**src/hdl/hpt_delay.sv**
```systemverilog
// Delay line for a payload word with a reset-cleared valid bit.
module hpt_delay #(
   parameter int DEPTH = 2,
   parameter int WIDTH = 8
) (
   input  logic             clock,
   input  logic             reset,
   input  logic             in_valid,
   input  logic [WIDTH-1:0] in_data,
   output logic             out_valid,
   output logic [WIDTH-1:0] out_data
);
   logic [DEPTH-1:0] valid_ff;
   logic [DEPTH-1:0] valid_in;
   logic [WIDTH-1:0] data_ff [DEPTH];

   always_comb begin
      valid_in = {valid_ff[DEPTH-2:0], in_valid};
   end

   always_ff @(posedge clock) begin
      if (reset) begin
         valid_ff <= '0;
      end else begin
         valid_ff <= valid_in;
      end
   end

   always_ff @(posedge clock) begin
      data_ff[0] <= in_data;
      for (int i = 1; i < DEPTH; i++) begin
         data_ff[i] <= data_ff[i-1];
      end
   end

   assign out_valid = valid_ff[DEPTH-1];
   assign out_data  = data_ff[DEPTH-1];
endmodule

```
**config.mk**
```make
export PLATFORM = sky130hd
export DESIGN_NAME = hpt_delay
export DESIGN_NICKNAME = d
export VERILOG_FILES = /design/src/hdl/hpt_delay.sv
export SDC_FILE = /design/constraint.sdc
export NUM_CORES = 1
export LEC_CHECK = 0
export ABC_CLOCK_PERIOD_IN_PS = 900
export BUFFER_PORTS_ARGS = -buffer_cell sky130_fd_sc_hd__buf_2
export CORE_AREA = 2 2 39 41
export DETAILED_ROUTE_END_ITERATION = 16
export DIE_AREA = 0 0 41 43
export GPL_TIMING_DRIVEN = 0
export PLACE_DENSITY_LB_ADDON = 0.25
export SYNTH_ARGS = -nofsm -noshare
export SYNTH_HDL_FRONTEND = slang
export SYNTH_SLANG_ARGS = --single-unit
export TNS_END_PERCENT = 10
```
**constraint.sdc**
```tcl
create_clock -name clock -period 0.9 [get_ports clock]
set_input_delay 0.09 -clock clock [delete_from_list [all_inputs] [get_ports clock]]
set_output_delay 0.09 -clock clock [all_outputs]
set_load 0.02 [all_outputs]
```
==> summary.md <==
| Metric | Value |
|---|---|
| Fill count | 130 |
| Final Max Slew Viols | 0 |
| Top cells by area, synth | dfxtp_1, buf_4, nor2b_1 |
| Total gr overflow | 0 |
| Worst flop-to-flop path startpoint | valid_ff[0]$_SDFF_PP0_ |
| Number of global-route vias before repair | 223 |
| Die width | between 40 and 50 µm |
| Sw frac | 19.0% |
| Tcrit/Tclk final | 102% |
| Share of layout cells above drive strength 1 | 51.7% |
| Comb power frac | around 10% |
| Die area | 0.00176 mm² |
| Wire length on met2 | 257 µm |
| # Post-CTS Setup Buffers | 0 |
| Deepest clock path buffer count | 2 |
| Post-route cell area | roughly 710 µm² |
| Max-Cap Viols | 0 |
| CP required | 0.81 ns |
| Initial antenna violation count | 0 |
| Iter 0 DRT Violations | 2 |
| Share of the synthesized area in the top cell type | 83.2% |
| Worst setup margin | -0.0153 ns |
| # DRC | 0 |
| RSZ-0062 raised after global routing | true |
| Starting Density | 31.3% |
| Die Y-Extent | 43 µm |
| Commonest cells after routing, fill and taps aside | dfxtp_1, buf_2, dlygate4sd3_1 |
| Final ANT Viol Nets | 0 |
| Peak supply drop | 0.866 mV |
| Clk slew on worst S/H paths | 0.09 ns |
| Placed Area | 548 µm² |
| Later-pin clock latency in the skew report | roughly 0.27 ns |
| Pre-CTS setup slack | between 0.2 and 0.3 ns |
| Worst reg-to-reg setup slack | 0.39 ns |
| Most common cell after layout, fill and taps aside | dfxtp_1 |
| Post-synthesis to final-layout area growth | 64.2% |
| CP startpoint kind | register |
| Gr usage total | 7.32% |
| Clk network pwr share | 31.9% |
| LEAKAGE | about 0.34 nW |
| Crit-path max FO | 1 |
| Antenna diode count | 0 |
| Synth warn | 0 |
| Fmax | between 1000 and 1500 MHz |
| Via Count | roughly 250 |
| Net count, final | 70 |
| Global-route wire length before repair | 800 µm |
| DR WL met3 | 35 µm |
| Routed vias/inst | 3.31 |
| Core area | 0.00138 mm² |
| # setup viols final | 6 |
| CTS Buf Count | 3 |
| Syn Nets | 39 |
| Post-synth top area cell | dfxtp_1 |
| Flops & latches, synth | 18 |
| # rows | 14 |
| DR pass1 iterations | 2 |
| Worst Setup EP | out_data[7] |
| Tmin final | 0.915 ns |
| Failing checks | setup timing |
| Routability Congestion | 0.519 |
| Slew headroom | 92.7% |
| Sequential power share | 58.3% |
| Clk sink count | 18 |
| Slew @ Worst Pin | approximately 0.11 ns |
| Nature of the critical path endpoint | primary output |
| Wire length on met1 | 234 µm |
| Hold Vio Cnt, Final | 0 |
| WL/cell | around 7 µm |
| Highest layer used for signal routing | met4 |
| Switching power | approximately 0.28 mW |
| RR Endpoint | valid_ff[1]$_SDFF_PP0_ |
| Status | complete, but fails checks |
| Crit Path Class | reg -> out |
| Tot Pwr | 1.45 mW |
| Internal power | 1.18 mW |
| Seq/Total Area, Yosys | 83.2% |
| Syn avg cell area | 15.5 µm² |
| HP Class | in -> reg |
| # IOs | 20 |
| Critical Path AT | 0.83 ns |
| CTS tree | yes |
| Pwr/cell area | 2050 mW/mm² |
| Largest net degree at the start of global routing | 11 |
| Clock root cell | clkbuf_4 |
| Post-Syn Area | approximately 430 µm² |
| Post-synthesis cell count | 28 |
| Yosys cell types | 3 |
| Total Wirelength | 533 µm |
| H-tree depth | 1 |
| Skew final | 0.000265 ns |
| Count of port buffers added during placement | 19 |
| Reg2reg path depth | 1 |
| CP startpoint | data_ff[0][15]$_DFF_P_ |
-- flip-flops by register name (all words and copies together) (netlist names) --
register / count
data_ff: 16
valid_ff: 2
-- power by group through the flow --
stage / combinational (mW) / clock, mW / sequential (mW)
floorplan: 0.0542 / 0 / 0.866
global placement: 0.0934 / 0 / 0.865
detailed placement: 0.0942 / 0 / 0.866
CTS: 0.147 / 0.479 / 0.848
global route: 0.151 / 0.524 / 0.853
finish: 0.143 / 0.464 / 0.848
-- through the flow --
stage	hold slack, ns	std cells	util (%)	TNS [ns]
after floorplan	0.118	28	-	0
after global placement	0.193	63	39.6	0
after detailed placement	0.194	63	39.6	0
after CTS	0.00991	75	51.8	-0.174
after global routing	0.00630	74	51.4	-0.340
final	0.0151	74	51.4	-0.0682
-- per-layer routing --
metal	GRT usage, %	vias up
met5	0	-
li1	-	135
met4	8.00	0
met3	3.14	2
met1	7.38	99
met2	10.0	9
-- synth_stat cells (all sizes together) --
library cell,n
nor2b,2
buf,8
dfxtp,18
-- logic make-up after synthesis --
logic type             count (synthesis)  synth area share [%]
buffers and inverters                  8                  13.9
DFF                                   18                  83.2
and+or+nand+nor                        2                  2.89
-- worst min-delay path by stage --
stage               start                endpoint  cells after the start
2_1_floorplan  in_data[0]   data_ff[0][0]$_DFF_P_                      0
4_1_cts          in_valid  valid_ff[0]$_SDFF_PP0_                      2
5_1_grt          in_valid  valid_ff[0]$_SDFF_PP0_                      2
3_5_place_dp   in_data[2]   data_ff[0][2]$_DFF_P_                      1
3_3_place_gp   in_data[5]   data_ff[0][5]$_DFF_P_                      1
6_report         in_valid  valid_ff[0]$_SDFF_PP0_                      2
-- worst max-delay path: stages (launching register included) --
cell and delay (ns):
dfxtp_1 0.31, buf_4 0.12, buf_6 0.12
-- cell type report --
class | count | area [µm²] | share of cell area, %
well taps | 16 | 20.0 | 2.82
multi-input cells | 2 | 12.5 | 1.76
clock buffers | 4 | 36.3 | 5.11
repair buffers | 28 | 235 | 33.1
plain buffers | 6 | 45.0 | 6.34
flip-flops and latches | 18 | 362 | 50.9
-- repair_timing --
action                                  in CTS  in global routing
endpoints found under the setup margin       8                  7
hold buffers                                 9                  0
gates resized for setup                     16                  1
endpoints found under the hold margin       10                  0
Note: power is estimated with default switching activity, not from simulation.
