===== src/hdl/hpt_pkg.sv =====
// Package: widths, constants, payload types and helpers of the pivot transform.
package hpt_pkg;

   localparam int POS_W    = 32;
   localparam int ANGLE_W  = 24;
   localparam int FRAC_W   = 16;
   localparam int SIZE_W   = 16;
   localparam int ZOOM_W   = 16;
   localparam logic [ZOOM_W-1:0] ZOOM_RESET = 16'd256;

   localparam int TRIG_BITS_DEFAULT = 16;
   localparam int TRIG_MAX  = 24;

   localparam int FS_W     = FRAC_W + SIZE_W + 1;   // frac * size
   localparam int VEC_W    = FS_W + ZOOM_W + 1;     // frac * size * zoom, Q.22
   localparam int TRIG_W   = 18;                    // Q1.14 with headroom
   localparam int PROD_W   = VEC_W + TRIG_W;
   localparam int SUM_W    = PROD_W + 1;
   localparam int RES_SHIFT = 28;
   localparam int RES_W    = SUM_W - RES_SHIFT;     // rotated vector, Q.8
   localparam int CORDIC_W = 33;                    // Q2.30 with headroom
   localparam int PHASE_W  = 26;                    // Q.16 degrees

   localparam logic signed [CORDIC_W-1:0] CORDIC_GAIN = 33'sd652032874;

   typedef struct packed {
      logic signed [POS_W-1:0]   px;
      logic signed [POS_W-1:0]   py;
      logic signed [ANGLE_W-1:0] wa;
   } scal_type;

   typedef struct packed {
      logic signed [VEC_W-1:0] pvx;
      logic signed [VEC_W-1:0] pvy;
      logic signed [VEC_W-1:0] ofx;
      logic signed [VEC_W-1:0] ofy;
   } vec_type;

   typedef struct packed {
      vec_type  vec;
      scal_type scal;
   } stage_type;

   function automatic logic signed [PHASE_W-1:0] hpt_atan(input int i);
      logic signed [PHASE_W-1:0] v;
      case (i)
         0:  v = 26'sd2949120;
         1:  v = 26'sd1740967;
         2:  v = 26'sd919879;
         3:  v = 26'sd466945;
         4:  v = 26'sd234379;
         5:  v = 26'sd117304;
         6:  v = 26'sd58666;
         7:  v = 26'sd29335;
         8:  v = 26'sd14668;
         9:  v = 26'sd7334;
         10: v = 26'sd3667;
         11: v = 26'sd1833;
         12: v = 26'sd917;
         13: v = 26'sd458;
         14: v = 26'sd229;
         15: v = 26'sd115;
         16: v = 26'sd57;
         17: v = 26'sd29;
         18: v = 26'sd14;
         19: v = 26'sd7;
         20: v = 26'sd4;
         21: v = 26'sd2;
         22: v = 26'sd1;
         default: v = '0;
      endcase
      return v;
   endfunction

   // Position plus rotated vector, clamped to the signed position range.
   // The sum fits POS_W bits when every bit above the position sign matches it.
   function automatic logic signed [POS_W-1:0] hpt_sat_add(
      input logic signed [POS_W-1:0] p, input logic signed [RES_W-1:0] r);
      logic signed [RES_W:0] s;
      s = (RES_W+1)'(p) + (RES_W+1)'(r);
      if (!s[RES_W] && (|s[RES_W-1:POS_W-1]))
         return {1'b0, {(POS_W-1){1'b1}}};
      else if (s[RES_W] && !(&s[RES_W-1:POS_W-1]))
         return {1'b1, {(POS_W-1){1'b0}}};
      else
         return s[POS_W-1:0];
   endfunction

endpackage


===== src/hdl/hpt_sincos.sv =====
// Pipelined angle reduction and CORDIC giving Q1.14 sine and cosine.
module hpt_sincos #(
   parameter int TRIG_BITS = hpt_pkg::TRIG_BITS_DEFAULT
) (
   input  logic                                clock,
   input  logic signed [hpt_pkg::ANGLE_W-1:0]  angle,
   output logic signed [hpt_pkg::TRIG_W-1:0]   sin_q14,
   output logic signed [hpt_pkg::TRIG_W-1:0]   cos_q14
);
   import hpt_pkg::*;

   localparam int N = (TRIG_BITS > TRIG_MAX) ? TRIG_MAX : TRIG_BITS;
   localparam int HI_W = ANGLE_W - 11;
   localparam logic [14:0] RECIP45 = 15'd23302;  // 2^20 / 45, rounded up
   localparam logic [16:0] TURN    = 17'd92160;  // 360 degrees, Q.8
   localparam logic [16:0] BIAS    = 17'd2048;   // 2^23 mod 92160
   localparam logic signed [17:0] HALF_TURN = 18'sd46080;
   localparam logic signed [17:0] QUARTER   = 18'sd23040;

   // Stage A: quotient of the biased angle's upper bits by 45
   logic [HI_W-1:0] hi_ff, hi_in;
   logic [10:0]     lo_ff, lo_in;
   logic [7:0]      q_ff, q_in;
   logic [ANGLE_W-1:0] biased;
   logic [HI_W+14:0]   qprod;

   always_comb begin
      biased = {~angle[ANGLE_W-1], angle[ANGLE_W-2:0]};
      hi_in  = biased[ANGLE_W-1:11];
      lo_in  = biased[10:0];
      qprod  = hi_in * RECIP45;
      q_in   = qprod[HI_W+14:20];
   end

   always_ff @(posedge clock) begin
      hi_ff <= hi_in;
      lo_ff <= lo_in;
      q_ff  <= q_in;
   end

   // CORDIC stage registers; entry 0 is loaded by stage B
   logic signed [CORDIC_W-1:0] x_ff [N+1];
   logic signed [CORDIC_W-1:0] y_ff [N+1];
   logic signed [PHASE_W-1:0]  d_ff [N+1];
   logic                       neg_ff [N+1];

   // Stage B: remainder, remove bias, fold into [-90, 90]
   logic signed [PHASE_W-1:0] d0_in;
   logic neg0_in;
   logic [13:0] q45;
   logic [13:0] rem;
   logic [16:0] rm, rr;
   logic signed [17:0] rs;

   always_comb begin
      q45 = q_ff * 6'd45;
      rem = 14'(hi_ff) - q45;
      rm  = {rem[5:0], lo_ff};
      if (rm < BIAS)
         rr = rm + (TURN - BIAS);
      else
         rr = rm - BIAS;
      rs = $signed({1'b0, rr});
      if (rs > HALF_TURN)
         rs = rs - $signed({1'b0, TURN});
      neg0_in = 1'b0;
      if (rs > QUARTER) begin
         rs = rs - HALF_TURN;
         neg0_in = 1'b1;
      end else if (rs < -QUARTER) begin
         rs = rs + HALF_TURN;
         neg0_in = 1'b1;
      end
      d0_in = PHASE_W'(rs) <<< 8;
   end

   always_ff @(posedge clock) begin
      x_ff[0]   <= CORDIC_GAIN;
      y_ff[0]   <= '0;
      d_ff[0]   <= d0_in;
      neg_ff[0] <= neg0_in;
   end

   // CORDIC stages, one micro-rotation each
   for (genvar i = 0; i < N; i++) begin : g_iter
      logic signed [CORDIC_W-1:0] x_in, y_in;
      logic signed [PHASE_W-1:0]  d_in;
      always_comb begin
         if (d_ff[i] >= 0) begin
            x_in = x_ff[i] - (y_ff[i] >>> i);
            y_in = y_ff[i] + (x_ff[i] >>> i);
            d_in = d_ff[i] - hpt_atan(i);
         end else begin
            x_in = x_ff[i] + (y_ff[i] >>> i);
            y_in = y_ff[i] - (x_ff[i] >>> i);
            d_in = d_ff[i] + hpt_atan(i);
         end
      end
      always_ff @(posedge clock) begin
         x_ff[i+1]   <= x_in;
         y_ff[i+1]   <= y_in;
         d_ff[i+1]   <= d_in;
         neg_ff[i+1] <= neg_ff[i];
      end
   end

   // Round half up to Q1.14 and undo the quadrant fold
   logic signed [TRIG_W-1:0] sin_ff, sin_in, cos_ff, cos_in;
   logic signed [CORDIC_W-1:0] xr, yr;

   always_comb begin
      xr = x_ff[N] + CORDIC_W'(32768);
      yr = y_ff[N] + CORDIC_W'(32768);
      cos_in = TRIG_W'($signed(xr[CORDIC_W-1:16]));
      sin_in = TRIG_W'($signed(yr[CORDIC_W-1:16]));
      if (neg_ff[N]) begin
         cos_in = -cos_in;
         sin_in = -sin_in;
      end
   end

   always_ff @(posedge clock) begin
      sin_ff <= sin_in;
      cos_ff <= cos_in;
   end

   assign sin_q14 = sin_ff;
   assign cos_q14 = cos_ff;
endmodule


===== config.mk =====
export PLATFORM = sky130hd
export DESIGN_NAME = hpt_sincos
export DESIGN_NICKNAME = d
export VERILOG_FILES = /design/src/hdl/hpt_pkg.sv /design/src/hdl/hpt_sincos.sv
export SDC_FILE = /design/constraint.sdc
export NUM_CORES = 2
export LEC_CHECK = 0
export ABC_AREA = 1
export BUFFER_PORTS_ARGS = -buffer_cell sky130_fd_sc_hd__buf_2
export CAP_MARGIN = 15
export CORE_MARGIN = 10
export CORE_UTILIZATION = 45
export CTS_CLUSTER_SIZE = 8
export DETAILED_ROUTE_END_ITERATION = 10
export HOLD_SLACK_MARGIN = 0.12
export PLACE_DENSITY = 0.6
export SLEW_MARGIN = 5
export SYNTH_ARGS = -nofsm -noshare
export SYNTH_HDL_FRONTEND = slang
export SYNTH_SLANG_ARGS = --single-unit

===== constraint.sdc =====
create_clock -name clock -period 10.9 [get_ports clock]
set_input_delay 0.545 -clock clock [delete_from_list [all_inputs] [get_ports clock]]
set_output_delay 0.545 -clock clock [all_outputs]
set_load 0.01 [all_outputs]

==> run metrics <==
outcome completed; area leader, netlist dfxtp_1; library cells used by synthesis 73; die area ~250000 um^2; setup TNS 0 ps; Reg area around 27000 um^2; antenna viol nets, final 0; Crit Path Class reg2reg; root buf cell clkbuf_16; via count approximately 87000; Core ar. around 230000 um^2; fin nets 15278; Post-synth EDFFs 0; Syn Inst Count 13635; row cnt 175; drt wl/cell between 15 and 20 um; final worst path period need 5770 ps; Ys Warns 0; GP Congestion ~0.90; # port buffers 60; register area share after synthesis 0.265; grt total ovfl 0; fin. max-slew vios 0; final hold violation count 0; dominant synthesized flop cell dfxtp_1; Total Wirelength 265 mm; Async SR Flop Fraction 0; Gates resized, CTS repair 0; Syn Nets 15110; critical path peak fanout 58; post-layout util 0.495; GR Util All Layers 0.206; share of layout cells above drive strength 1 0.0306; CTS tree built; hpwl dp about 220 mm; Area contributors post-synth dfxtp_1 (27%), ha_1 (17%), xor2_1 (11%), nand2_1 (8.0%), a21oi_1 (7.3%); IO Pins a little over 60; unrepaired setup endpoints after global routing false; CTS H-Tree Depth 4; Clock Latency Late Sink about 860 ps; fmax between 150 and 200 MHz; mapped cell area between 100000 and 150000 um^2; commonest non-fill, non-tap cell in the layout nand2_1; relative slew slack 0.256; most frequent cells in the layout nand2_1 (2188), inv_1 (1848), a21oi_1 (1516), ha_1 (1366), dfxtp_1 (1366); Reg clk slew, reported paths 50 ps; Fillers between 20000 and 25000; vias in the first global route 83703; Starting Density 0.453; Via density 5.16; clock buffer depth 3; initial antenna violation count 4; worst hold path type reg2reg; Clock Skew 41.4 ps; Worst setup EP type flop; global-route wire length before repair approximately 430 mm; Mean Syn Cell Area between 7 and 8 um^2; Remaining DRCs 0; largest net degree at the start of global routing 59; die width 499 um; Num CTS Buffers around 200; multi-input logic area 68300 um^2; period utilization 0.529; Seq cells post-synth around 1400; Critical Path AT about 6500 ps; post-synth top area share 0.265; Die Height between 400 and 500 um; CP required 11600 ps; Max Cap Viol 0; # clock sinks between 1000 and 1500; CP Launch Type flop; Tightest Pin Transition between 1000 and 1500 ps; Syn-to-layout area delta 9.18%; 1st-iter DRT viols between 4000 and 5000; total iterations of the first detailed-routing run 8; # setup viols final 0
-- what timing repair did --
item,CTS,global route
buffers inserted,0,0
hold endpoints to repair,17,0
hold buffers,17,0
endpoints found under the setup margin,0,0
-- kinds of logic after synthesis --
family | after synthesis | share of synthesized area
compound gates | 2858 | 0.155
simple gates | 4115 | 0.169
fa+ha+maj | 1450 | 0.182
flops | 1368 | 0.265
buf+inv | 1999 | 0.0728
xor+xnor | 1845 | 0.157
-- registers in the layout (all words and copies together), names as in the netlist --
signal   cells
y_ff       480
x_ff       455
d_ff       357
cos_q14     18
sin_q14     18
neg_ff      17
lo_ff       11
hi_ff        6
q_ff         6
-- synth_stat cells (16+ instances only) --
cell	n
inv_1	1848
nor4_1	87
o31ai_1	48
nand2_2	16
a21o_1	45
nor2_1	968
nand3_1	328
nor3_1	209
xor2_1	1321
a31oi_1	219
o21ai_0	547
clkbuf_1	118
o21a_1	53
fa_1	84
o211ai_1	43
dfxtp_1	1368
ha_1	1366
a41oi_1	22
a211oi_1	59
a21oi_1	1516
a21boi_0	57
o21ai_1	77
nand2_1	2192
nand4_1	190
o21bai_1	93
xnor2_1	521
nand3b_1	36
-- critical path: stages (launching register included) --
cell and delay [ps]:
dfxtp_1 310, or4_1 530, nor4_1 180, nand4_1 170
nand2_2 90, buf_4 510, inv_1 710, o21ai_0 580
fa_1 290, a21oi_1 70, o21ai_1 190, nand3_1 90
nand2_1 130, a41oi_1 230, o21bai_1 320, nand2_1 90
nand2_1 150, nand2_1 70, nand2_1 90, a21boi_0 150
o21ai_0 340, a21oi_1 130, xor2_1 150
-- area by class of cell --
class	count	area share
Antenna cell	2	0.0000444
Clock buffer	219	0.0451
Clock inverter	21	0.00402
Inverter	1866	0.0621
Multi-Input combinational cell	10268	0.606
Sequential cell	1368	0.243
Tap cell	3009	0.0334
Timing Repair Buffer	104	0.00597
-- metal layers --
metal,vias up,wire (um),part of all wire,global-route usage
met2,1391,125000,0.47,0.363
met3,395,9810,0.037,0.0243
li1,45715,-,-,-
met1,39398,123000,0.46,0.265
met4,0,6990,0.026,0.0562
met5,-,0,0,0
-- stage by stage --
| step | setup WS [ps] | std cells | area [um^2] | hold slack (ps) |
|---|---|---|---|---|
| after floorplan | 6290 | 13635 | 103000 | 310 |
| after global placement | 5210 | 16598 | 107000 | 311 |
| after detailed placement | 5150 | 16598 | 107000 | 313 |
| after CTS | 5100 | 16855 | 113000 | 270 |
| after global routing | 4540 | 16857 | 113000 | 320 |
| final | 5130 | 16857 | 113000 | 316 |
-- worst paths after layout --
| path | startpoint | end | slack [ps] | cells past startpoint |
|---|---|---|---|---|
| setup / recovery | d_ff[0][139]$_DFF_P_ | y_ff[0][230]$_DFF_P_ | 5130 | 22 |
| hold / removal | neg_ff[0][9]$_DFF_P_ | neg_ff[0][10]$_DFF_P_ | 320 | 0 |
| hold reg to reg | neg_ff[0][9]$_DFF_P_ | neg_ff[0][10]$_DFF_P_ | 320 | 0 |
| setup reg to reg | d_ff[0][139]$_DFF_P_ | y_ff[0][230]$_DFF_P_ | 5130 | 22 |
Power is not shown: default switching activity piles up to over one toggle a cycle in this logic, so the estimate is an artifact.
